File: src/chc_pkg.sv
// shared types, constants and the arctangent table for the compass heading block
package chc_pkg;

  // field widths
  localparam int MAG_W = 16;
  localparam int DEG_W = 9;

  // cordic sizing
  localparam int CORDIC_STEPS = 16;
  localparam int ATAN_IDX_W   = 5;
  localparam int STEP_W       = $clog2(CORDIC_STEPS);
  localparam int PRESCALE_SH  = 24;
  localparam int CW           = 43;
  localparam int AW           = 26;
  localparam int DEG_FRAC     = 16;

  // action codes on the sample word
  localparam logic [1:0] ACT_HEADING    = 2'd0;
  localparam logic [1:0] ACT_CAL_START  = 2'd1;
  localparam logic [1:0] ACT_CAL_SAMPLE = 2'd2;
  localparam logic [1:0] ACT_CAL_END    = 2'd3;

  // angle constants in degrees, with 16 fraction bits but for DEG_360
  localparam logic signed [AW-1:0] ACC_P90  = AW'(5898240);
  localparam logic signed [AW-1:0] ACC_N90  = AW'(-5898240);
  localparam logic signed [AW-1:0] ACC_180  = AW'(11796480);
  localparam logic signed [AW-1:0] ACC_360  = AW'(23592960);
  localparam logic [DEG_W-1:0]     DEG_360  = DEG_W'(360);

  typedef enum logic [1:0] {
    OP_HEADING,
    OP_CAL_START,
    OP_CAL_SAMPLE,
    OP_CAL_END
  } op_t;

  typedef struct packed {
    op_t                     op;
    logic signed [MAG_W-1:0] x;
    logic signed [MAG_W-1:0] y;
    logic signed [MAG_W-1:0] z;
  } item_t;

  typedef enum logic [1:0] {
    CD_IDLE,
    CD_ITER,
    CD_FINAL
  } cd_state_t;

  typedef enum logic [1:0] {
    BK_IDLE,
    BK_RUN,
    BK_HOLD
  } bk_state_t;

  // atan(2^-i) in degrees, 16 fraction bits, rounded
  function automatic logic signed [AW-1:0] atan_q16(input logic [ATAN_IDX_W-1:0] idx);
    logic signed [AW-1:0] r;
    case (idx)
      5'd0:    r = AW'(2949120);
      5'd1:    r = AW'(1740967);
      5'd2:    r = AW'(919879);
      5'd3:    r = AW'(466945);
      5'd4:    r = AW'(234379);
      5'd5:    r = AW'(117304);
      5'd6:    r = AW'(58666);
      5'd7:    r = AW'(29335);
      5'd8:    r = AW'(14668);
      5'd9:    r = AW'(7334);
      5'd10:   r = AW'(3667);
      5'd11:   r = AW'(1833);
      5'd12:   r = AW'(917);
      5'd13:   r = AW'(458);
      5'd14:   r = AW'(229);
      5'd15:   r = AW'(115);
      5'd16:   r = AW'(57);
      5'd17:   r = AW'(29);
      5'd18:   r = AW'(14);
      5'd19:   r = AW'(7);
      5'd20:   r = AW'(4);
      5'd21:   r = AW'(2);
      5'd22:   r = AW'(1);
      default: r = '0;
    endcase
    return r;
  endfunction

endpackage

File: src/chc_front.sv
// front end: takes sample words, decodes the action and queues them two deep
module chc_front import chc_pkg::*; (
  input  logic                    clk,
  input  logic                    rst,
  input  logic                    sample_valid,
  output logic                    sample_ready,
  input  logic [1:0]              action,
  input  logic signed [MAG_W-1:0] mag_x,
  input  logic signed [MAG_W-1:0] mag_y,
  input  logic signed [MAG_W-1:0] mag_z,
  output logic                    q_valid,
  output item_t                   q_item,
  input  logic                    q_pop
);

  item_t      slot [2];
  logic       wr_ptr;
  logic       rd_ptr;
  logic [1:0] count;
  logic       push;
  item_t      item_in;

  // decode the action code into an operation
  always_comb begin
    case (action)
      ACT_HEADING:    item_in.op = OP_HEADING;
      ACT_CAL_START:  item_in.op = OP_CAL_START;
      ACT_CAL_SAMPLE: item_in.op = OP_CAL_SAMPLE;
      ACT_CAL_END:    item_in.op = OP_CAL_END;
      default:        item_in.op = OP_HEADING;
    endcase
    item_in.x = mag_x;
    item_in.y = mag_y;
    item_in.z = mag_z;
  end

  assign sample_ready = (count != 2'd2);
  assign push         = sample_valid && sample_ready;
  assign q_valid      = (count != 2'd0);
  assign q_item       = slot[rd_ptr];

  // queue pointers and fill count
  always_ff @(posedge clk) begin
    if (rst) begin
      wr_ptr <= 1'b0;
      rd_ptr <= 1'b0;
      count  <= 2'd0;
    end else begin
      if (push) wr_ptr <= ~wr_ptr;
      if (q_pop) rd_ptr <= ~rd_ptr;
      count <= count + 2'(push) - 2'(q_pop);
    end
  end

  // queue storage
  always_ff @(posedge clk) begin
    if (push) slot[wr_ptr] <= item_in;
  end

endmodule

File: src/chc_cordic.sv
// iterative vectoring cordic: atan2(y, x) in whole degrees 0..359
module chc_cordic import chc_pkg::*; (
  input  logic                    clk,
  input  logic                    rst,
  input  logic                    start,
  input  logic signed [MAG_W-1:0] mag_x,
  input  logic signed [MAG_W-1:0] mag_y,
  output logic                    done,
  output logic [DEG_W-1:0]        heading
);

  cd_state_t            state;
  cd_state_t            state_next;
  logic signed [CW-1:0] x;
  logic signed [CW-1:0] y;
  logic signed [AW-1:0] acc;
  logic [STEP_W-1:0]    step;
  logic                 last_step;

  logic signed [MAG_W:0]  neg_x;
  logic signed [MAG_W:0]  neg_y;
  logic signed [CW-1:0]   xs;
  logic signed [CW-1:0]   ys;
  logic signed [AW-1:0]   ang;
  logic signed [AW-1:0]   acc_adj;
  logic [AW-DEG_FRAC-1:0] deg_wide;
  logic [AW-DEG_FRAC-1:0] deg_fix;

  // widen a 17-bit value and scale it by 2^24
  function automatic logic signed [CW-1:0] prescale(input logic signed [MAG_W:0] v);
    return {{(CW-MAG_W-1-PRESCALE_SH){v[MAG_W]}}, v, {PRESCALE_SH{1'b0}}};
  endfunction

  assign neg_x     = -{mag_x[MAG_W-1], mag_x};
  assign neg_y     = -{mag_y[MAG_W-1], mag_y};
  assign xs        = x >>> step;
  assign ys        = y >>> step;
  assign ang       = atan_q16(ATAN_IDX_W'(step));
  assign last_step = (step == STEP_W'(CORDIC_STEPS - 1));

  // wrap the final angle into 0..359
  assign acc_adj  = acc[AW-1] ? acc + ACC_360 : acc;
  assign deg_wide = acc_adj[AW-1:DEG_FRAC];
  assign deg_fix  = (deg_wide >= (AW-DEG_FRAC)'(360)) ?
                    deg_wide - (AW-DEG_FRAC)'(360) : deg_wide;

  // state register
  always_ff @(posedge clk) begin
    if (rst) begin
      state <= CD_IDLE;
    end else begin
      state <= state_next;
    end
  end

  // next state
  always_comb begin
    state_next = state;
    case (state)
      CD_IDLE: begin
        if (start) state_next = (mag_y == '0) ? CD_FINAL : CD_ITER;
      end
      CD_ITER: begin
        if (last_step) state_next = CD_FINAL;
      end
      CD_FINAL: state_next = CD_IDLE;
      default:  state_next = CD_IDLE;
    endcase
  end

  // done pulse
  always_ff @(posedge clk) begin
    if (rst) begin
      done <= 1'b0;
    end else begin
      done <= (state == CD_FINAL);
    end
  end

  // rotation datapath
  always_ff @(posedge clk) begin
    case (state)
      CD_IDLE: begin
        step <= '0;
        if (mag_y == '0) begin
          acc <= mag_x[MAG_W-1] ? ACC_180 : '0;
          x   <= '0;
          y   <= '0;
        end else if (!mag_y[MAG_W-1]) begin
          // rotate by -90 degrees
          x   <= prescale({mag_y[MAG_W-1], mag_y});
          y   <= prescale(neg_x);
          acc <= ACC_P90;
        end else begin
          // rotate by +90 degrees
          x   <= prescale(neg_y);
          y   <= prescale({mag_x[MAG_W-1], mag_x});
          acc <= ACC_N90;
        end
      end
      CD_ITER: begin
        step <= step + 1'b1;
        if (y > 0) begin
          x   <= x + ys;
          y   <= y - xs;
          acc <= acc + ang;
        end else if (y < 0) begin
          x   <= x - ys;
          y   <= y + xs;
          acc <= acc - ang;
        end
      end
      CD_FINAL: heading <= DEG_W'(deg_fix);
      default: ;
    endcase
  end

endmodule

File: src/chc_back.sv
// back end: calibration state, cordic sequencing and the result register
module chc_back import chc_pkg::*; (
  input  logic                    clk,
  input  logic                    rst,
  input  logic                    q_valid,
  input  item_t                   q_item,
  output logic                    q_pop,
  output logic                    cd_start,
  input  logic                    cd_done,
  input  logic [DEG_W-1:0]        cd_heading,
  output logic                    result_valid,
  input  logic                    result_ready,
  output logic [DEG_W-1:0]        heading_deg,
  output logic signed [MAG_W-1:0] offset_x,
  output logic signed [MAG_W-1:0] offset_y,
  output logic signed [MAG_W-1:0] offset_z
);

  bk_state_t state;
  bk_state_t state_next;

  logic signed [MAG_W-1:0] axis_max    [3];
  logic signed [MAG_W-1:0] axis_min    [3];
  logic signed [MAG_W-1:0] axis_offset [3];
  logic signed [MAG_W-1:0] samp        [3];
  logic signed [MAG_W-1:0] off_new     [3];
  logic signed [MAG_W:0]   mid_sum     [3];
  logic signed [MAG_W:0]   mid_rnd     [3];

  logic out_free;
  logic cal_fire;
  logic load_cal;
  logic load_head;
  logic result_valid_next;

  assign samp[0]  = q_item.x;
  assign samp[1]  = q_item.y;
  assign samp[2]  = q_item.z;
  assign out_free = !result_valid || result_ready;
  assign cal_fire = load_cal;

  // midpoint of min and max, truncated toward zero
  always_comb begin
    for (int k = 0; k < 3; k++) begin
      mid_sum[k] = {axis_max[k][MAG_W-1], axis_max[k]} + {axis_min[k][MAG_W-1], axis_min[k]};
      mid_rnd[k] = (mid_sum[k] + (MAG_W+1)'(mid_sum[k][MAG_W])) >>> 1;
      case (q_item.op)
        OP_CAL_START: off_new[k] = '0;
        OP_CAL_END:   off_new[k] = mid_rnd[k][MAG_W-1:0];
        default:      off_new[k] = axis_offset[k];
      endcase
    end
  end

  // state register
  always_ff @(posedge clk) begin
    if (rst) begin
      state <= BK_IDLE;
    end else begin
      state <= state_next;
    end
  end

  // sequencing of queued words
  always_comb begin
    state_next = state;
    q_pop      = 1'b0;
    cd_start   = 1'b0;
    load_cal   = 1'b0;
    load_head  = 1'b0;
    case (state)
      BK_IDLE: begin
        if (q_valid) begin
          if (q_item.op == OP_HEADING) begin
            q_pop      = 1'b1;
            cd_start   = 1'b1;
            state_next = BK_RUN;
          end else if (out_free) begin
            q_pop    = 1'b1;
            load_cal = 1'b1;
          end
        end
      end
      BK_RUN: begin
        if (cd_done) begin
          if (out_free) begin
            load_head  = 1'b1;
            state_next = BK_IDLE;
          end else begin
            state_next = BK_HOLD;
          end
        end
      end
      BK_HOLD: begin
        if (out_free) begin
          load_head  = 1'b1;
          state_next = BK_IDLE;
        end
      end
      default: state_next = BK_IDLE;
    endcase
  end

  // calibration registers
  always_ff @(posedge clk) begin
    if (rst) begin
      for (int k = 0; k < 3; k++) begin
        axis_max[k]    <= '0;
        axis_min[k]    <= '0;
        axis_offset[k] <= '0;
      end
    end else if (cal_fire) begin
      for (int k = 0; k < 3; k++) begin
        axis_offset[k] <= off_new[k];
        case (q_item.op)
          OP_CAL_START: begin
            axis_max[k] <= samp[k];
            axis_min[k] <= samp[k];
          end
          OP_CAL_SAMPLE: begin
            if (samp[k] > axis_max[k]) axis_max[k] <= samp[k];
            if (samp[k] < axis_min[k]) axis_min[k] <= samp[k];
          end
          default: ;
        endcase
      end
    end
  end

  // result word register
  assign result_valid_next = (load_cal || load_head) ? 1'b1 :
                             (result_ready ? 1'b0 : result_valid);

  always_ff @(posedge clk) begin
    if (rst) begin
      result_valid <= 1'b0;
    end else begin
      result_valid <= result_valid_next;
    end
  end

  always_ff @(posedge clk) begin
    if (load_cal) begin
      heading_deg <= '0;
      offset_x    <= off_new[0];
      offset_y    <= off_new[1];
      offset_z    <= off_new[2];
    end else if (load_head) begin
      heading_deg <= cd_heading;
      offset_x    <= axis_offset[0];
      offset_y    <= axis_offset[1];
      offset_z    <= axis_offset[2];
    end
  end

endmodule

File: src/compass_heading_hard_iron_cal.sv
// top level of the compass heading and hard-iron calibration block
// Each sample word carries an action and a three-axis magnetometer reading and
// yields exactly one result word holding the heading (heading samples only,
// else 0) and the current per-axis hard-iron offsets. Calibration words
// (start, sample, end) are handled in the back end alone. A heading word
// runs through the iterative CORDIC, one rotation per cycle, on its way from
// the queue to its result; a word with a zero Y axis skips the rotations.
// A two-word queue in front of the back end keeps taking samples while the
// CORDIC runs, and the result register lets the next heading word start
// while a result waits to be taken. The heading is raw, not corrected by the
// offsets.
module compass_heading_hard_iron_cal import chc_pkg::*; (
  input  logic                    clk,
  input  logic                    rst,
  input  logic                    sample_valid,
  output logic                    sample_ready,
  input  logic [1:0]              action,
  input  logic signed [MAG_W-1:0] mag_x,
  input  logic signed [MAG_W-1:0] mag_y,
  input  logic signed [MAG_W-1:0] mag_z,
  output logic                    result_valid,
  input  logic                    result_ready,
  output logic [DEG_W-1:0]        heading_deg,
  output logic signed [MAG_W-1:0] offset_x,
  output logic signed [MAG_W-1:0] offset_y,
  output logic signed [MAG_W-1:0] offset_z
);

  logic             q_valid;
  item_t            q_item;
  logic             q_pop;
  logic             cd_start;
  logic             cd_done;
  logic [DEG_W-1:0] cd_heading;

  // decode and queue
  chc_front u_front (
    .clk          (clk),
    .rst          (rst),
    .sample_valid (sample_valid),
    .sample_ready (sample_ready),
    .action       (action),
    .mag_x        (mag_x),
    .mag_y        (mag_y),
    .mag_z        (mag_z),
    .q_valid      (q_valid),
    .q_item       (q_item),
    .q_pop        (q_pop)
  );

  // angle unit
  chc_cordic u_cordic (
    .clk     (clk),
    .rst     (rst),
    .start   (cd_start),
    .mag_x   (q_item.x),
    .mag_y   (q_item.y),
    .done    (cd_done),
    .heading (cd_heading)
  );

  // execution and result
  chc_back u_back (
    .clk          (clk),
    .rst          (rst),
    .q_valid      (q_valid),
    .q_item       (q_item),
    .q_pop        (q_pop),
    .cd_start     (cd_start),
    .cd_done      (cd_done),
    .cd_heading   (cd_heading),
    .result_valid (result_valid),
    .result_ready (result_ready),
    .heading_deg  (heading_deg),
    .offset_x     (offset_x),
    .offset_y     (offset_y),
    .offset_z     (offset_z)
  );

`ifndef SYNTHESIS
  // heading always wrapped into range
  a_heading_range: assert property (@(posedge clk) disable iff (rst)
    result_valid |-> heading_deg < DEG_360)
    else $error("heading out of range");

  // back end only pops a queued word
  a_pop_valid: assert property (@(posedge clk) disable iff (rst)
    q_pop |-> q_valid)
    else $error("pop from empty queue");

  // cordic never finishes the cycle after it starts
  a_cordic_latency: assert property (@(posedge clk) disable iff (rst)
    cd_start |=> !cd_done)
    else $error("cordic done too early");
`endif

endmodule

File: config.mk
export PLATFORM = sky130hd
export DESIGN_NAME = compass_heading_hard_iron_cal
export DESIGN_NICKNAME = d
export VERILOG_FILES = /design/src/chc_pkg.sv /design/src/chc_front.sv /design/src/chc_cordic.sv /design/src/chc_back.sv /design/src/compass_heading_hard_iron_cal.sv
export SDC_FILE = /design/constraint.sdc
export NUM_CORES = 2
export LEC_CHECK = 0
export BUFFER_PORTS_ARGS = -buffer_cell sky130_fd_sc_hd__clkbuf_2
export CAP_MARGIN = 20
export CELL_PAD_IN_SITES_DETAIL_PLACEMENT = 1
export CELL_PAD_IN_SITES_GLOBAL_PLACEMENT = 2
export CORE_MARGIN = 2
export CORE_UTILIZATION = 45
export DETAILED_ROUTE_END_ITERATION = 7
export PLACE_DENSITY = 0.84
export SLEW_MARGIN = 20
export SYNTH_ARGS = -nofsm -noshare
export SYNTH_HDL_FRONTEND = slang
export SYNTH_HIERARCHICAL = 1
export SYNTH_SLANG_ARGS = --single-unit
File: constraint.sdc
create_clock -name clk -period 11.7 [get_ports clk]
set_input_delay 1.17 -clock clk [delete_from_list [all_inputs] [get_ports clk]]
set_output_delay 1.17 -clock clk [all_outputs]
set_load 0.01 [all_outputs]
Word-level counts from Yosys, hierarchy flattened --
Memory sizes are Yosys's and may differ from the RTL's. A register that Yosys moved wholly into a read port is not among the register bits. Cells that the tools add are included.
Word-level totals: memory bits (writable) 244, flip-flop bits (word level) 192, logic and storage cells 215, output and inout port bits 59, memories kept 5, bits of input ports 54, bits in read-only memories 352
Cells by class: $add $sub $neg 19, muxes and demuxes 112, equality and inequality tests 19, bitwise logic cells 17, reduce and logical (&&, ||, !) cells 16, magnitude comparators 9, shifts and indexed selects 2
Memory list:
- (name not given) | words 16, width 22, read ports 1, clocked after Yosys merged registers in 1, wr ports 0, line chc_pkg.sv:59 | case (idx)
- u_front.slot | words 2, width 50, read ports 1, clocked after Yosys merged registers in 1, wr ports 1, line chc_front.sv:16 | item_t slot [2];
- u_back.axis_max | words 3, width 16, read ports 3, clocked after Yosys merged registers in 0, wr ports 3, line chc_back.sv:22 | logic signed [MAG_W-1:0] axis_max [3];
- u_back.axis_min | words 3, width 16, read ports 3, clocked after Yosys merged registers in 0, wr ports 3, line chc_back.sv:23 | logic signed [MAG_W-1:0] axis_min [3];
- u_back.axis_offset | words 3, width 16, read ports 3, clocked after Yosys merged registers in 0, wr ports 3, line chc_back.sv:24 | logic signed [MAG_W-1:0] axis_offset [3];
Operators by type and width (count):
- $mux 43 | 8
- $mux 16 | 21
- $pmux 43 s2 | 2
- $mux 26 | 5
- $pmux 16 s2 | 3
- $add 43x43->43 | 2
- $sshr 43x4->43 | 2
- $sub 43x43->43 | 2
- $mux 1 | 56
- $pmux 26 s2 | 1
- $add 16x16->17 | 3
- $add 17x1->17 | 3
- $gt 16x16->1 | 3
- $lt 16x16->1 | 3
- $gt 43x1->1 const B | 1
- $lt 43x1->1 const B | 1
- $neg 17->17 | 2
- $add 26x26->26 | 1
- $add 26x26->26 const B | 1
- $sub 26x26->26 | 1
- $mux 24 | 1
- $logic_not 16->1 | 1
- $mux 2 | 8
- $or 1x1->1 | 15
- 26 further kinds | 48

Logic depth before layout (Yosys ltp) --
depth in word-level cells 11, gate-level depth with buffers 28, gate-level depth less buffers 23

By module --
Netlist, hierarchy kept.
Modules (own cells, without submodules):
- chc_cordic | times used 1, cells each 2269, seq. area each 4254.1 sq um, area each 19220.9 sq um
- chc_back | times used 1, cells each 1423, seq. area each 6005.8 sq um, area each 14081.0 sq um
- chc_front | times used 1, cells each 186, seq. area each 3103.0 sq um, area each 3861.2 sq um

Least setup slack after synthesis --
OpenSTA, ideal clock, no wires.
kind register to register, from reg u_cordic.y[41], to reg u_cordic.acc[0], enable pin, buffers on the path 1, clock period less this slack 6870 ps, slack 4830 ps, required time 11081 ps, arrival time 6250 ps, stages on the path, launching flop included 6, setup time 619 ps, cell sequence edfxtp_1 -> clkbuf_1 -> nor4_1 -> nand4_1 -> nor3_2 -> a21oi_1
On the way: word-level cells in the longest chain between the ends 3, elaborated cells on any way between the ends 4, classes of those cells 2 x order compare; 1 x eq/ne; 1 x reduce/logical
RTL lines:
- start: declaration | line chc_cordic.sv:15 | logic signed [CW-1:0] y;
- start signal: assignment | line chc_cordic.sv:92 | y <= prescale(neg_x);
- start signal: assignment | line chc_cordic.sv:97 | y <= prescale({mag_x[MAG_W-1], mag_x});
- start signal: assignment | line chc_cordic.sv:105 | y <= y - xs;
- $lt 43x1->1 or $gt 43x1->1 (tied branches) | line chc_cordic.sv:107, chc_cordic.sv:103
- $ne 3x1->1 (no line) (*)
- $reduce_and 2->1 (no line) (*)
- end signal: assignment | line chc_cordic.sv:86 | acc <= mag_x[MAG_W-1] ? ACC_180 : '0;
- end signal: assignment | line chc_cordic.sv:106 | acc <= acc + ang;
- end signal: assignment | line chc_cordic.sv:110 | acc <= acc - ang;
- end: declaration | line chc_cordic.sv:16 | logic signed [AW-1:0] acc;
Mark *: on every way between the ends. The rest lies on a longest branch, timed or not. A chain may end at the register's enable or synchronous reset.

Worst setup path in the final report --
from reg u_cordic.step[1], to reg u_cordic.x[36] (data pin)
On the way: word-level cells in the longest chain between the ends 5, elaborated cells on any way between the ends 6, classes of those cells 2 x add/sub; 1 x shift; 3 x mux
RTL lines:
- start: declaration | line chc_cordic.sv:17 | logic [STEP_W-1:0] step;
- start signal: assignment | line chc_cordic.sv:102 | step <= step + 1'b1;
- $sshr 43x4->43 (*) | line chc_cordic.sv:37 | assign ys = y >>> step;
- $sub 43x43->43 | line chc_cordic.sv:108 | x <= x - ys;
- $mux 43 | line chc_cordic.sv:107 | end else if (y < 0) begin
- $mux 43 (*) | line chc_cordic.sv:103 | if (y > 0) begin
- $pmux 43 s2 (*) | line chc_cordic.sv:82 | case (state)
- end signal: assignment | line chc_cordic.sv:91 | x <= prescale({mag_y[MAG_W-1], mag_y});
- end signal: assignment | line chc_cordic.sv:104 | x <= x + ys;
- end signal: assignment | line chc_cordic.sv:108
- end: declaration | line chc_cordic.sv:14 | logic signed [CW-1:0] x;
Mark *: on every way between the ends. The rest lies on a longest branch, timed or not. The select of a mux whose other input is x is not followed.

==> impl_results.md <==
* Share of cells above drive strength 1 at around 11%
* Synth top area share at 33.7%
* Critical R2R Launch: u_cordic/step[1]
* FILL cells at roughly 9400
* Setup crit start kind: flop
* Post-Synth Adder-Cell Area at 9.62%
* Synth Area in Compound Gates at 16.8%
* Remaining DRCs at 0
* Worst Setup EP: u_cordic/x[36]
* Total CTS buffers at 55
* Io pins at 113
* Area Growth Syn to Fin at 8.96%
* Xor-xnor portion of the synthesized cell area at 7.02%
* Syn avg cell area at approximately 9.6 um2
* DP HPWL at 84400 um
* Final Critical Period at 7.64 ns
* Async SR Flop Fraction at 0%
* Total wire length at between 100000 and 150000 um
* Crit path max fanout at 67
* CTS resizes at 0
* Area of the mapped netlist at 0.0372 mm2
* First-pass GRT wire length at 178000 um
* Max Cap Viol at 0
* Largest family of logic cells by synthesized area: compound AO/OA/AOI/OAI gates
* CP endpoint kind: flop
* Synth top area cells: edfxtp_1 34%, ha_1 9.3%, xnor2_1 3.9%
* DRT Pass-1 Iters at 5
* Final setup TNS at 0 ns
* Post-synthesis mux area share at 10.2%
* Syn_nets at 4214
* Iter 0 DRT Violations at 1850
* Fin. Hold Viols at 0
* Clk_skew at 0.0612 ns
* Number of synthesized flops with an enable pin at 417
* Final #Nets at 4258
* Worst hold path type: flop to flop
* GPL Wtd Cong at 0.882
* Rel. slew slack at 32.1%
* Fin crit share at 65.3%
* Vias in the first global route at 31100
* Status: complete, no violations
* Sequential area share after synthesis at 36.0%
* Gr usage total at 26.2%
* Die Footprint at 0.0849 mm2
* Post-CTS Hold Fix Bufs at 0
* CTS tree: built
* DR vias at ~30000
* Max Fclk at ~130 MHz
* Wirelength per Cell at 22.4 um
* Die W at about 300 um
* Synth Area in Simple Gates at between 10% and 20%
* Dominant synthesized flop cell: edfxtp_1
* Initial cell density of the core at 45.3%
* Die height at a little under 300 um
* Tightest Pin Transition at 1.02 ns
* Site row count at 105
* Critical Path RT at 12.10 ns
* Dpl cell area at 0.0386 mm2
* Worst setup margin at slightly above 4 ns
* Max clock buf depth at 3
* Crit path kind: flop to flop
* Vias per cell at 6.02
* Largest net degree at the start of global routing at 72
* Post-CTS setup buffer count at 0
* Clk Latency, worst-skew pair at 0.66 ns
* RSZ-0062 raised after global routing: false
* Synth Register Bits at 459
* Clock-pin slew on the worst setup and hold paths at 0.06 ns
* PortBufs at 112
* H-tree Lvls at 2
* GRT overflow at 0
* Netlist cell types at 109
* Register area at approximately 0.013 mm2
* Worst R2R End: u_cordic/x[36]
* R2R Setup Slk at 4.06 ns
* Commonest cells after routing, fill and taps aside: 417 x edfxtp_1, 373 x nand2_1, 298 x nor2_1
* Worst-case reg-to-reg path depth at 20
* Most common library cell in the layout ignoring fill and taps: edfxtp_1
* # clock sinks at 459
* Multi-input logic area at 0.0224 mm2
* Clk root buf: clkbuf_16
* Synth Instances at around 3900
* Slew Viols, Final at 0
* Synth area leader: edfxtp_1
* Arr. time, crit path at 8.03 ns
* Hold_ws at around 0.5 ns
* Synth warn at 6
* Final setup viols at 0
* Post-DRT Antenna Nets at 0
* Initial antenna violation count at 5
* CP startpoint: u_cordic/step[1]
* Finished Cell Area at 0.0405 mm2
* Core area at 0.0820 mm2
* Pre-CTS setup slack at around 4 ns
==> critical path, stage by stage, from the launching register on <==
cell	delay (ns)
edfxtp_1	0.75
buf_4	0.83
buf_4	0.71
mux2i_1	0.40
nand2_1	0.08
mux4_2	0.50
o32ai_1	0.49
and4_1	0.34
a31oi_1	0.11
xor2_1	0.20
ha_1	0.38
a21oi_1	0.23
o21ai_0	0.15
nor4_1	0.24
o21ai_0	0.19
o41ai_1	0.57
o31ai_1	0.33
o211ai_1	0.25
a31oi_1	0.12
or3_1	0.31
a31o_2	0.24
==> synthesized netlist by cell type (25+ instances only) <==
cell type  count
edfxtp_1     417
nand2_1      376
nor2_1       299
ha_1         276
a21oi_1      233
o21ai_0      212
inv_1        185
xnor2_1      164
xor2_1       130
mux2i_1      129
and2_1       124
clkbuf_1     100
a21o_1        96
nand3_1       71
nor3_1        71
mux2_2        68
mux4_2        55
nand4_1       47
a31oi_1       45
nor2b_1       44
dfxtp_1       42
o22ai_1       40
o21a_1        39
nand2b_1      34
a211oi_1      32
o21ai_1       32
nor4_1        28
a22o_1        27
and3_1        27
o31ai_1       27
buf_1         25
buf_2         25
or3_1         25
==> stage by stage <==
stage          util [%]  std cells
6_report           49.4       5038
5_1_grt            49.4       5038
4_1_cts            49.4       5036
3_5_place_dp       47.1       4935
3_3_place_gp       47.1       4935
2_1_floorplan         -       3878
==> flip-flops by register name, indices dropped and copies added, names as in the netlist, 2 cells and up, named ones only <==
signal,flops
u_front/slot,100
u_back/axis_max,48
u_back/axis_min,48
u_back/axis_offset,48
u_cordic/x,43
u_cordic/y,43
u_cordic/acc,26
u_cordic/ang,22
u_back/offset_x,16
u_back/offset_y,16
u_back/offset_z,16
u_back/heading_deg,9
u_cordic/heading,9
u_cordic/step,4
u_back/state,2
u_cordic/state,2
u_front/count,2
==> metal layers <==
metal | up-vias | global-route usage, % | part of all wire, %
met3 | 138 | 3.53 | 4.8
met1 | 15100 | 37.7 | 48
met5 | - | 0 | 0.027
li1 | 14500 | - | -
met4 | 4 | 6.21 | 2.0
met2 | 612 | 41.6 | 45
==> cells by family (layout without fill, tap and decap cells) <==
group / Yosys count / after routing
other: 0 / 2
DFF: 459 / 459
adders and majority gates: 282 / 282
AOI/OAI and AO/OA: 969 / 969
buffers and inverters: 355 / 443
muxes: 280 / 280
and+or+nand+nor: 1237 / 1237
xor gates and xnor gates: 296 / 296
==> cell type report <==
type / count / share of cell area, %
clock buffer: 66 / 3.71
inverter: 188 / 1.74
sequential: 459 / 33.0
tap: 1070 / 3.31
multi-input combinational: 3064 / 55.2
antenna: 2 / 0.0124
clock inverter: 35 / 0.825
timing repair buffer: 154 / 2.16
==> worst min-delay path by stage <==
stage	from	endpoint	cells past startpoint
after floorplan	u_cordic/acc[16]	u_cordic/heading[0]	0
after global placement	u_cordic/heading[8]	u_back/heading_deg[8]	2
after detailed placement	u_cordic/heading[5]	u_back/heading_deg[5]	2
after CTS	u_cordic/heading[8]	u_back/heading_deg[8]	2
after global routing	u_cordic/heading[3]	u_back/heading_deg[3]	2
final	u_cordic/heading[8]	u_back/heading_deg[8]	2
Power is left out: the tool's default activity adds up to more than one toggle a clock period on the data nets, which glitch-free logic cannot reach.
